--- src/masi_pkg.sv ---
package masi_pkg;

   localparam int FIELD_MOTORS     = 4;
   localparam int DELTA_FIELD_BITS = 16;
   localparam int LEFT_BITS        = 15;
   localparam int MASK_BITS        = 4;
   localparam int ENABLE_BITS      = 3;

   localparam logic       OP_LOAD     = 1'b0;
   localparam logic       OP_TICK     = 1'b1;
   localparam logic [1:0] SECTION_0   = 2'd0;
   localparam logic [1:0] SECTION_1   = 2'd1;
   localparam logic [1:0] SECTION_2   = 2'd2;
   localparam logic [1:0] SECTION_ALL = 2'd3;
   localparam logic [ENABLE_BITS-1:0] ENABLE_OFF = 3'b111;
   localparam logic [LEFT_BITS-1:0]   LEFT_MAX   = 15'h7FFF;

   typedef struct packed {
      logic                               opcode;
      logic [1:0]                         section;
      logic signed [DELTA_FIELD_BITS-1:0] delta_0;
      logic signed [DELTA_FIELD_BITS-1:0] delta_1;
      logic signed [DELTA_FIELD_BITS-1:0] delta_2;
      logic signed [DELTA_FIELD_BITS-1:0] delta_3;
   } req_type;

   typedef struct packed {
      logic [MASK_BITS-1:0]   step_mask;
      logic [MASK_BITS-1:0]   dir_mask;
      logic [ENABLE_BITS-1:0] enable_n;
      logic [LEFT_BITS-1:0]   steps_left;
      logic                   busy_res;
   } rsp_type;

   typedef struct packed {
      logic load;
      logic tick;
   } lane_ctl_type;

   typedef struct packed {
      logic step;
      logic neg;
   } lane_out_type;

   function automatic logic [ENABLE_BITS-1:0] section_enables(input logic [1:0] sec);
      logic [ENABLE_BITS-1:0] en;
      case (sec)
         SECTION_0: en = 3'b110;
         SECTION_1: en = 3'b101;
         SECTION_2: en = 3'b011;
         default:   en = 3'b000;
      endcase
      return en;
   endfunction

endpackage

--- src/masi_lane.sv ---
module masi_lane #(
   parameter int DELTA_BITS = 16
) (
   input  logic                        clock,
   input  logic                        reset,
   input  masi_pkg::lane_ctl_type      ctl,
   input  logic [DELTA_BITS-1:0]       raw_delta,
   input  logic [DELTA_BITS-2:0]       total,
   output logic [DELTA_BITS-2:0]       mag,
   output masi_pkg::lane_out_type      res
);

   localparam logic [DELTA_BITS-1:0] MOST_NEG = {1'b1, {(DELTA_BITS-1){1'b0}}};

   logic signed [DELTA_BITS-1:0] delta_sat;
   logic signed [DELTA_BITS-1:0] delta_ff, delta_in;
   logic [DELTA_BITS-2:0]        acc_ff, acc_in;
   logic [DELTA_BITS:0]          sum;
   logic [DELTA_BITS:0]          total_x;
   logic                         over, under;

   // Clamp the most negative code so its magnitude fits the step count.
   always_comb begin
      if (raw_delta == MOST_NEG) begin
         delta_sat = signed'(MOST_NEG + DELTA_BITS'(1));
      end else begin
         delta_sat = signed'(raw_delta);
      end
   end

   always_comb begin
      logic [DELTA_BITS-1:0] abs_v;
      abs_v = delta_sat[DELTA_BITS-1] ? DELTA_BITS'(-delta_sat) : DELTA_BITS'(delta_sat);
      mag   = abs_v[DELTA_BITS-2:0];
   end

   // Accumulator stays in [0, N); one add, then wrap by N either way.
   assign total_x = {2'b00, total};
   assign sum     = {2'b00, acc_ff} + {delta_ff[DELTA_BITS-1], delta_ff};
   assign under   = sum[DELTA_BITS];
   assign over    = !under && (sum >= total_x);

   always_comb begin
      logic [DELTA_BITS:0] wrapped;
      if (over) begin
         wrapped = sum - total_x;
      end else if (under) begin
         wrapped = sum + total_x;
      end else begin
         wrapped = sum;
      end
      acc_in   = acc_ff;
      delta_in = delta_ff;
      if (ctl.load) begin
         acc_in   = '0;
         delta_in = delta_sat;
      end else if (ctl.tick) begin
         acc_in = wrapped[DELTA_BITS-2:0];
      end
   end

   assign res.step = over || under;
   assign res.neg  = under;

   always_ff @(posedge clock) begin
      if (reset) begin
         acc_ff   <= '0;
         delta_ff <= '0;
      end else begin
         acc_ff   <= acc_in;
         delta_ff <= delta_in;
      end
   end

endmodule

--- src/multi_axis_step_interpolator.sv ---
// An accepted request beat passes the input register and then the result register.
// Throughput: one item per cycle while rsp_stall does not hold a full result register.
// Backpressure on rsp_stall reaches req_stall only once both registers hold a beat.
// Reset (synchronous, active high) empties both registers and clears the move, the
// accumulators, the section and reverse_mask; csr_ready is always high.
module multi_axis_step_interpolator #(
   parameter int NUM_MOTORS = 4,
   parameter int DELTA_BITS = 16
) (
   input  logic                                  clock,
   input  logic                                  reset,
   input  logic                                  req_valid,
   output logic                                  req_stall,
   input  masi_pkg::req_type                     req_data,
   output logic                                  rsp_valid,
   input  logic                                  rsp_stall,
   output masi_pkg::rsp_type                     rsp_data,
   input  logic                                  csr_valid,
   output logic                                  csr_ready,
   input  logic [masi_pkg::MASK_BITS-1:0]        csr_data
);

   localparam int FIELD_W = (DELTA_BITS < masi_pkg::DELTA_FIELD_BITS) ?
                            DELTA_BITS : masi_pkg::DELTA_FIELD_BITS;
   localparam int CNT_W   = DELTA_BITS - 1;

   logic                   in_valid_ff, in_valid_in;
   masi_pkg::req_type      in_data_ff, in_data_in;
   logic                   rsp_valid_ff, rsp_valid_in;
   masi_pkg::rsp_type      rsp_data_ff, rsp_data_in;
   logic [masi_pkg::MASK_BITS-1:0] reverse_ff, reverse_in;
   logic [CNT_W-1:0]       total_ff, total_in;
   logic [CNT_W-1:0]       remaining_ff, remaining_in;
   logic [1:0]             section_ff, section_in;

   logic                   accept_in, advance, is_load, is_tick;
   logic [CNT_W-1:0]       n_max;
   logic [masi_pkg::LEFT_BITS-1:0] steps_left_w;
   logic [masi_pkg::MASK_BITS-1:0] step_w, dir_w;
   masi_pkg::lane_ctl_type lane_ctl;

   logic [masi_pkg::DELTA_FIELD_BITS-1:0] field_u [masi_pkg::FIELD_MOTORS];
   logic [DELTA_BITS-1:0]  raw_w [NUM_MOTORS];
   logic [CNT_W-1:0]       mag_w [NUM_MOTORS];
   masi_pkg::lane_out_type lane_res [NUM_MOTORS];

   // Handshake: the item in the input register moves on when the result slot frees.
   assign advance   = in_valid_ff && (!rsp_valid_ff || !rsp_stall);
   assign req_stall = in_valid_ff && !advance;
   assign accept_in = req_valid && !req_stall;
   assign csr_ready = 1'b1;

   assign is_load = advance && (in_data_ff.opcode == masi_pkg::OP_LOAD);
   assign is_tick = advance && (in_data_ff.opcode == masi_pkg::OP_TICK) && (remaining_ff != '0);
   assign lane_ctl.load = is_load;
   assign lane_ctl.tick = is_tick;

   assign field_u[0] = in_data_ff.delta_0;
   assign field_u[1] = in_data_ff.delta_1;
   assign field_u[2] = in_data_ff.delta_2;
   assign field_u[3] = in_data_ff.delta_3;

   for (genvar i = 0; i < NUM_MOTORS; i++) begin : g_lane
      if (i < masi_pkg::FIELD_MOTORS) begin : g_field
         assign raw_w[i] = DELTA_BITS'(field_u[i][FIELD_W-1:0]);
      end else begin : g_nofield
         assign raw_w[i] = '0;
      end
      masi_lane #(
         .DELTA_BITS (DELTA_BITS)
      ) u_lane (
         .clock     (clock),
         .reset     (reset),
         .ctl       (lane_ctl),
         .raw_delta (raw_w[i]),
         .total     (total_ff),
         .mag       (mag_w[i]),
         .res       (lane_res[i])
      );
   end

   always_comb begin
      n_max = '0;
      for (int i = 0; i < NUM_MOTORS; i++) begin
         if (mag_w[i] > n_max) begin
            n_max = mag_w[i];
         end
      end
   end

   for (genvar j = 0; j < masi_pkg::MASK_BITS; j++) begin : g_bits
      if (j < NUM_MOTORS) begin : g_used
         assign step_w[j] = is_tick && lane_res[j].step;
         assign dir_w[j]  = is_tick && (reverse_ff[j] ? lane_res[j].neg : !lane_res[j].neg);
      end else begin : g_unused
         assign step_w[j] = 1'b0;
         assign dir_w[j]  = 1'b0;
      end
   end

   always_comb begin
      total_in     = total_ff;
      remaining_in = remaining_ff;
      section_in   = section_ff;
      if (is_load) begin
         total_in     = n_max;
         remaining_in = n_max;
         section_in   = in_data_ff.section;
      end else if (is_tick) begin
         remaining_in = remaining_ff - CNT_W'(1);
      end
   end

   // Saturate the count only when it is wider than the result field.
   if (CNT_W > masi_pkg::LEFT_BITS) begin : g_sat
      assign steps_left_w = (|remaining_in[CNT_W-1:masi_pkg::LEFT_BITS]) ?
                            masi_pkg::LEFT_MAX : remaining_in[masi_pkg::LEFT_BITS-1:0];
   end else begin : g_nosat
      assign steps_left_w = masi_pkg::LEFT_BITS'(remaining_in);
   end

   always_comb begin
      rsp_data_in.step_mask  = step_w;
      rsp_data_in.dir_mask   = dir_w;
      rsp_data_in.enable_n   = is_tick ? masi_pkg::section_enables(section_ff)
                                       : masi_pkg::ENABLE_OFF;
      rsp_data_in.steps_left = steps_left_w;
      rsp_data_in.busy_res   = (remaining_in != '0);
   end

   always_comb begin
      in_data_in  = accept_in ? req_data : in_data_ff;
      in_valid_in = accept_in || (in_valid_ff && !advance);
      rsp_valid_in = advance || (rsp_valid_ff && rsp_stall);
      reverse_in  = csr_valid ? csr_data : reverse_ff;
   end

   always_ff @(posedge clock) begin
      if (reset) begin
         in_valid_ff  <= 1'b0;
         rsp_valid_ff <= 1'b0;
         reverse_ff   <= '0;
         total_ff     <= '0;
         remaining_ff <= '0;
         section_ff   <= '0;
      end else begin
         in_valid_ff  <= in_valid_in;
         rsp_valid_ff <= rsp_valid_in;
         reverse_ff   <= reverse_in;
         total_ff     <= total_in;
         remaining_ff <= remaining_in;
         section_ff   <= section_in;
      end
   end

   always_ff @(posedge clock) begin
      in_data_ff <= in_data_in;
      if (advance) begin
         rsp_data_ff <= rsp_data_in;
      end
   end

   assign rsp_valid = rsp_valid_ff;
   assign rsp_data  = rsp_data_ff;

endmodule

--- config.mk ---
export PLATFORM = sky130hd
export DESIGN_NAME = multi_axis_step_interpolator
export DESIGN_NICKNAME = d
export VERILOG_FILES = /design/src/masi_pkg.sv /design/src/masi_lane.sv /design/src/multi_axis_step_interpolator.sv
export SDC_FILE = /design/constraint.sdc
export NUM_CORES = 1
export LEC_CHECK = 0
export BUFFER_PORTS_ARGS = -buffer_cell sky130_fd_sc_hd__buf_2
export CORE_UTILIZATION = 45
export CTS_CLUSTER_DIAMETER = 30
export CTS_CLUSTER_SIZE = 16
export DETAILED_ROUTE_END_ITERATION = 6
export PLACE_DENSITY = 0.65
export REMOVE_ABC_BUFFERS = 1
export SYNTH_ARGS = -nofsm -noshare
export SYNTH_HDL_FRONTEND = slang
export SYNTH_SLANG_ARGS = --single-unit
--- constraint.sdc ---
create_clock -name clock -period 9.12 [get_ports clock]
set_input_delay 2.28 -clock clock [delete_from_list [all_inputs] [get_ports clock]]
set_output_delay 2.28 -clock clock [all_outputs]
set_load 0.005 [all_outputs]
==> metrics.yaml, run 1 <==
global_route:
  grt_overflow: 0
  antenna_found_initial: 0
  grt_pass1_wl_mm: 109
  grt_usage_pct: 29.9
  grt_max_degree: 86
  first_global_vias: 19404
die:
  core_area_mm2: 0.0456
  rows: 78
  die_w_um: 218
  die_h_um: 218
  ios: 106
  start_util_pct: 45.9
  die_area_mm2: 0.0473
timing:
  setup_viol: 0
  hold_viol_final: 0
  finalSetupTns_ps: 0
  finClkSkew_ps: 28.3
  slew-limit-headroom_pct: 24.9
  fin_crit_sh_pct: 97.6
  min_period_ps: 8910
  worst_slew_pin_slew_ps: 1120
  slew_violations: 0
  layout_setup_ws_ps: 215
  max_freq_mhz: 112
yosys:
  syn_inst: 2525
  synth-seq-area-share_pct: 29.0
  synthArstFlopShare_pct: 0
  synth-main-ff-cell: "dfxtp_1"
  avgSynthCellArea_um2: 8.28
  synth_top_area_share_pct: 15.5
  ys_ff_latch: 256
  syn_area_mm2: 0.0209
  netlist_top_cells_area: "dfxtp_1 (16%), ha_1 (14%), edfxtp_1 (14%)"
  yosysWarnings: 0
  yosysTopAreaCell: "dfxtp_1"
  synth_edf_count: 94
  synthDistinctLibCells: 89
  yosysMostFrequentCell: "nand2_1"
  synth.top_cells.by_count: "nand2_1 (253), a21oi_1 (246), ha_1 (230)"
worst_setup_path:
  r2r_cells: 37
  start_kind: "register"
  end_kind: "register"
  rr_endpoint: "rsp_data[0]"
  crit_path_start: "field_u[53]"
  slowest_stage: "or4_4"
  cp_num_buf_inv: 3
  worstSetupPathDepth: 37
  cp.required_ps: 9440
  crit_end: "rsp_data[0]"
  arrival_ps: 9230
  worstSetupPathType: "register to register"
  reg2reg_from: "field_u[53]"
  r2r_slack_ps: 210
  cp_common_cell: "nand4_1"
  path_delay_family: "simple AND/OR/NAND/NOR gates"
  path_max_fanout: 8
  slowest_delay_ps: 590
power_and_ir_drop:
  ir_worst_vdd_mv: 0.171
  power.leakage_nw: 11.0
  p_per_area_mw_per_mm2: 246
  power_mw: 6.20
layout:
  areaGrowthSynthToFinish_pct: 20.6
  antenna_cells: 0
  drive_above_1_share_pct: 14.9
  final_util_pct: 55.3
  stdcell_count: 3345
  finalNetCount: 3003
placement:
  hpwl_mm: 53.0
  port_buffers: 104
  post-place-cells: 3203
  gp_congestion: 0.955
  detailedPlace.worstSlack_ps: -151
clocking:
  cts_max_level: 3
  clkTransAtPathRegs_ps: 50
  cts.sinks: 256
  cts.hold.buffers_added: 0
  clkLatencyLatePin_ps: 610
  clock_path_buffers: 3
  cts_inserted_buffers: 73
  cts_tree: "built"
  cts-root-buf: "clkbuf_16"
drt:
  first_iter_violations: 1723
  wire_per_inst_um: 21.4
  drt_pass1_iterations: 6
  vias: 20141
  ant_nets: 0
  wl_mm: 71.6
  drc_errors: 0
  vias_per_cell: 6.02
worst_hold_path:
  hold_class: "register to register"
run:
  maxCapViolations: 0
outcome:
  status: "complete, no violations"
[metal layers]
metal	global-route usage, %	part of all wire [%]
met4	13.8	4.0
met3	5.58	6.8
met1	39.5	45
met5	0	0
met2	46.9	45
[stage by stage]
step	hold WS, ps	cell area (µm²)
2_1_floorplan	430	20400
3_3_place_gp	444	22500
3_5_place_dp	453	22500
4_1_cts	459	25000
5_1_grt	482	25200
6_report	459	25200
[worst min-delay path, stage by stage, from the launching register on]
cell and delay (ps):
dfxtp_1 310, nand2_1 50, a21oi_1 50
[layout by cell type, fill, tap and decap left out, drive strengths merged, types with 19 or more instances in the layout]
cell type and instances:
buf 205, and2 19, nor3 53, o21bai 24
o31ai 26, a211oi 34, inv 135, a31oi 22
nand2 253, a21oi 246, nor2b 36, edfxtp 94
nand3 50, ha 230, or4 19, mux2i 37
o211ai 23, clkbuf 90, nor4 25, xor2 55
and3 23, dfxtp 162, a21o 56, xnor2 110
o21ai 160, nand2b 47, o41ai 31, clkinv 24
nor2 193
[kinds of logic after synthesis]
logic type | after synthesis | synth area share [%]
simple gates | 804 | 18.8
compound gates | 768 | 23.7
flops | 256 | 29.0
buf+inv | 246 | 4.46
fa+ha+maj | 242 | 14.9
xor+xnor | 165 | 6.95
mux | 43 | 2.09
other cells | 1 | 0.0179
[registers in the layout (all words and copies together), names as in the netlist]
register,flops
rsp_data,27
field_u,64
reverse_ff,4
g_lane.u_lane.acc_ff,60
total_ff,15
rsp_valid,1
in_data_ff,3
section_ff,2
g_lane.u_lane.delta_ff,64
remaining_ff,15
in_valid_ff,1
[power by group]
group | total (mW) | switching [mW] | leakage (nW) | internal, mW
combinational | 2.31 | 1.38 | 7.54 | 0.930
clock | 2.53 | 0.804 | 1.21 | 1.73
sequential | 1.37 | 0.0860 | 2.22 | 1.28
total | 6.20 | 2.27 | 11.0 | 3.94
[timing repair]
| item | in CTS | in global routing |
|---|---|---|
| buffers inserted | 0 | 8 |
| gates resized for setup | 3 | 35 |
| cloned | 0 | 0 |
| pin swaps | 0 | 21 |
| hold endpoints to repair | 0 | 0 |
| setup endpoints to repair | 1 | 13 |
[cell type report]
cell class | count | area (µm²)
Inverter | 126 | 473
Timing Repair Buffer | 205 | 1310
Tap cell | 600 | 751
Sequential cell | 256 | 6070
Clock buffer | 90 | 1990
Multi-Input combinational cell | 2023 | 14100
Clock inverter | 45 | 477
Fill cell | 4175 | 20400
[worst min path at each step]
stage / start / to / slack, ps / cells past startpoint
after floorplan: g_lane[2].u_lane.delta_ff[15] / g_lane[2].u_lane.delta_ff[15] / 430 / 2
after global placement: g_lane[3].u_lane.acc_ff[5] / g_lane[3].u_lane.acc_ff[5] / 440 / 1
after detailed placement: g_lane[3].u_lane.delta_ff[3] / g_lane[3].u_lane.delta_ff[3] / 450 / 2
after CTS: g_lane[3].u_lane.delta_ff[3] / g_lane[3].u_lane.delta_ff[3] / 460 / 2
after global routing: g_lane[3].u_lane.delta_ff[6] / g_lane[3].u_lane.delta_ff[6] / 480 / 2
final: g_lane[3].u_lane.delta_ff[4] / g_lane[3].u_lane.delta_ff[4] / 460 / 2
Power figures use the tool's default switching activity.
==> run 2, diff against run 1 <==
--- a/config.mk
+++ b/config.mk
@@ -5,6 +5,7 @@
 export SDC_FILE = /design/constraint.sdc
 export NUM_CORES = 1
 export LEC_CHECK = 0
+export ABC_AREA = 1
 export BUFFER_PORTS_ARGS = -buffer_cell sky130_fd_sc_hd__buf_2
 export CORE_UTILIZATION = 45
 export CTS_CLUSTER_DIAMETER = 30
==> metrics.yaml, run 2 <==
outcome:
  status: "finished, violations left"
  violations: "DRC"
worst_hold_path:
  min_to: "g_lane[2].u_lane.delta_ff[6]"
  hp-start: "g_lane[2].u_lane.delta_ff[6]"
  hold_depth: 2
  hold_class: "register to register"
clocking:
  cts.sinks: 256
  cts_tree: "built"
  cts-root-buf: "clkbuf_16"
  clock_path_buffers: 3
  clkTransAtPathRegs_ps: 50
  clkLatencyLatePin_ps: 610
  cts_inserted_buffers: 73
  cts.hold.buffers_added: 0
  cts_max_level: 3
global_route:
  grt_pass1_wl_mm: 109
  grt_usage_pct: 29.6
  first_global_vias: 19336
  grt_max_degree: 68
  antenna_found_initial: 0
  grt_overflow: 0
yosys:
  synth-main-ff-cell: "dfxtp_1"
  synth.top_cells.by_count: "nand2_1 (610), inv_1 (349), a21oi_1 (233)"
  yosysMostFrequentCell: "nand2_1"
  avgSynthCellArea_um2: 7.24
  syn_area_mm2: 0.0214
  yosysWarnings: 0
  synthArstFlopShare_pct: 0
  syn_inst: 2961
  netlist_top_cells_area: "dfxtp_1 (15%), ha_1 (13%), edfxtp_1 (13%)"
  synthDistinctLibCells: 63
  synth-seq-area-share_pct: 28.3
  ys_ff_latch: 256
  yosysTopAreaCell: "dfxtp_1"
  synth_edf_count: 94
  synth_top_area_share_pct: 15.1
layout:
  seq_area_mm2: 0.00607
  multi_input_area_mm2: 0.0135
  finalNetCount: 3374
  fin_area_mm2: 0.0249
  num-fill-cells: 4483
  areaGrowthSynthToFinish_pct: 16.0
  drive_above_1_share_pct: 12.1
  stdcell_count: 3724
  most-common-layout-cells: "nand2_1 (608), inv_1 (347), a21oi_1 (233)"
  final_common_cell: "nand2_1"
  antenna_cells: 0
drt:
  vias_per_cell: 5.50
  first_iter_violations: 1725
  ant_nets: 0
  drc_errors: 9
  wire_per_inst_um: 19.3
  vias: 20475
  wl_mm: 71.7
  drt_pass1_iterations: 7
die:
  core_area_mm2: 0.0468
  start_util_pct: 45.8
  die_w_um: 220
  ios: 106
  rows: 79
  die_h_um: 220
  die_area_mm2: 0.0485
worst_setup_path:
  worstSetupPathType: "register to register"
  r2r_slack_ps: 860
  r2r_cells: 55
  start_kind: "register"
  cp_common_cell: "nand2_1"
  slowest_delay_ps: 530
  slowest_stage: "edfxtp_1"
  cp.required_ps: 9480
  arrival_ps: 8620
  reg2reg_from: "field_u[63]"
  end_kind: "register"
  cp_num_buf_inv: 5
  rr_endpoint: "rsp_data[0]"
  path_delay_family: "simple AND/OR/NAND/NOR gates"
  path_max_fanout: 21
timing:
  fin_crit_sh_pct: 90.6
  min_period_ps: 8260
  slew-limit-headroom_pct: 37.6
  finClkSkew_ps: 38.0
  hold_viol_final: 0
  max_freq_mhz: 121
  slew_violations: 0
  setup_viol: 0
  worst_slew_pin_slew_ps: 936
  rsz0062_at_grt: "no"
  finalSetupTns_ps: 0
placement:
  gp_congestion: 0.971
  post-place-cells: 3588
  place_area_mm2: 0.0223
  hpwl_mm: 54.0
  port_buffers: 104
power_and_ir_drop:
  p_per_area_mw_per_mm2: 258
  power_mw: 6.43
  ir_worst_vdd_mv: 0.221
  power.leakage_nw: 12.4
run:
  maxCapViolations: 0
[run 2: cell types whose count changed in the layout (fill, tap and decap cells not counted), moves of 47 or more]
cell     previous run  this run
inv_1             126       347
buf_4              98        12
nand3_1            48       168
o21ai_1             4        59
o21ai_0           153       211
a21o_1             56         9
nand2_1           253       608
xnor2_1           109        22
xor2_1             55       154
[run 2: worst reg2reg max path, delay by kind of cell (launching register included)]
family | cells | cell delay (ps)
and+or+nand+nor | 37 | 3720
AOI/OAI and AO/OA | 8 | 1170
buffers and inverters | 5 | 1160
adders and majority gates | 4 | 1030
DFF | 1 | 530
xor gates and xnor gates | 1 | 400
[run 2: cells by family (layout without fill, tap and decap cells)]
family | after synthesis | in the layout | synth area share, %
compound gates | 648 | 648 | 17.0
xor+xnor | 178 | 178 | 7.36
fa+ha+maj | 242 | 242 | 14.6
buf+inv | 466 | 622 | 8.71
flops | 256 | 256 | 28.3
other cells | 1 | 1 | 0.0175
simple gates | 1170 | 1170 | 24.0
[run 2: per-layer routing]
layer / GRT usage, % / share of wire [%] / vias to the layer above
met5: 0 / 0 / -
met4: 11.9 / 4.0 / 0
met3: 4.84 / 6.7 / 154
met2: 45.8 / 43 / 780
met1: 41.0 / 46 / 9434
li1: - / - / 10107
[run 2: report_power, final]
| part | leakage (nW) | switching [mW] | internal (mW) | total, mW |
|---|---|---|---|---|
| Clock | 1.22 | 0.823 | 1.74 | 2.57 |
| Combinational | 8.97 | 1.67 | 0.790 | 2.46 |
| Sequential | 2.22 | 0.107 | 1.29 | 1.40 |
[run 2: worst max-delay path by stage]
stage / start / to / slack (ps) / depth (start not counted)
final: field_u[63] / rsp_data[0] / 860 / 55
after global routing: field_u[63] / rsp_data[0] / 30 / 52
after detailed placement: field_u[63] / rsp_data[0] / 780 / 52
after CTS: field_u[63] / rsp_data[0] / 800 / 52
after floorplan: field_u[63] / rsp_data[0] / 2040 / 47
after global placement: field_u[63] / rsp_data[0] / 840 / 51
[run 2: through the flow]
step	hold WS, ps	util (%)	setup slack [ps]
after floorplan	423	-	2040
after global placement	448	47.8	837
after detailed placement	454	47.8	784
after CTS	464	53.1	797
after global routing	481	53.2	28.0
final	459	53.2	856
[run 2: cell type report]
type / instances / area share [%]
repair buffers: 116 / 2.46
clock inverters: 49 / 2.06
well taps: 607 / 3.06
flip-flops and latches: 256 / 24.4
clock buffers: 87 / 8.02
inverters: 370 / 5.59
multi-input cells: 2239 / 54.4
[run 2: repair_timing]
action,in CTS,in global routing
gates resized for setup,0,2
endpoints found under the setup margin,0,1
setup buffers,0,0
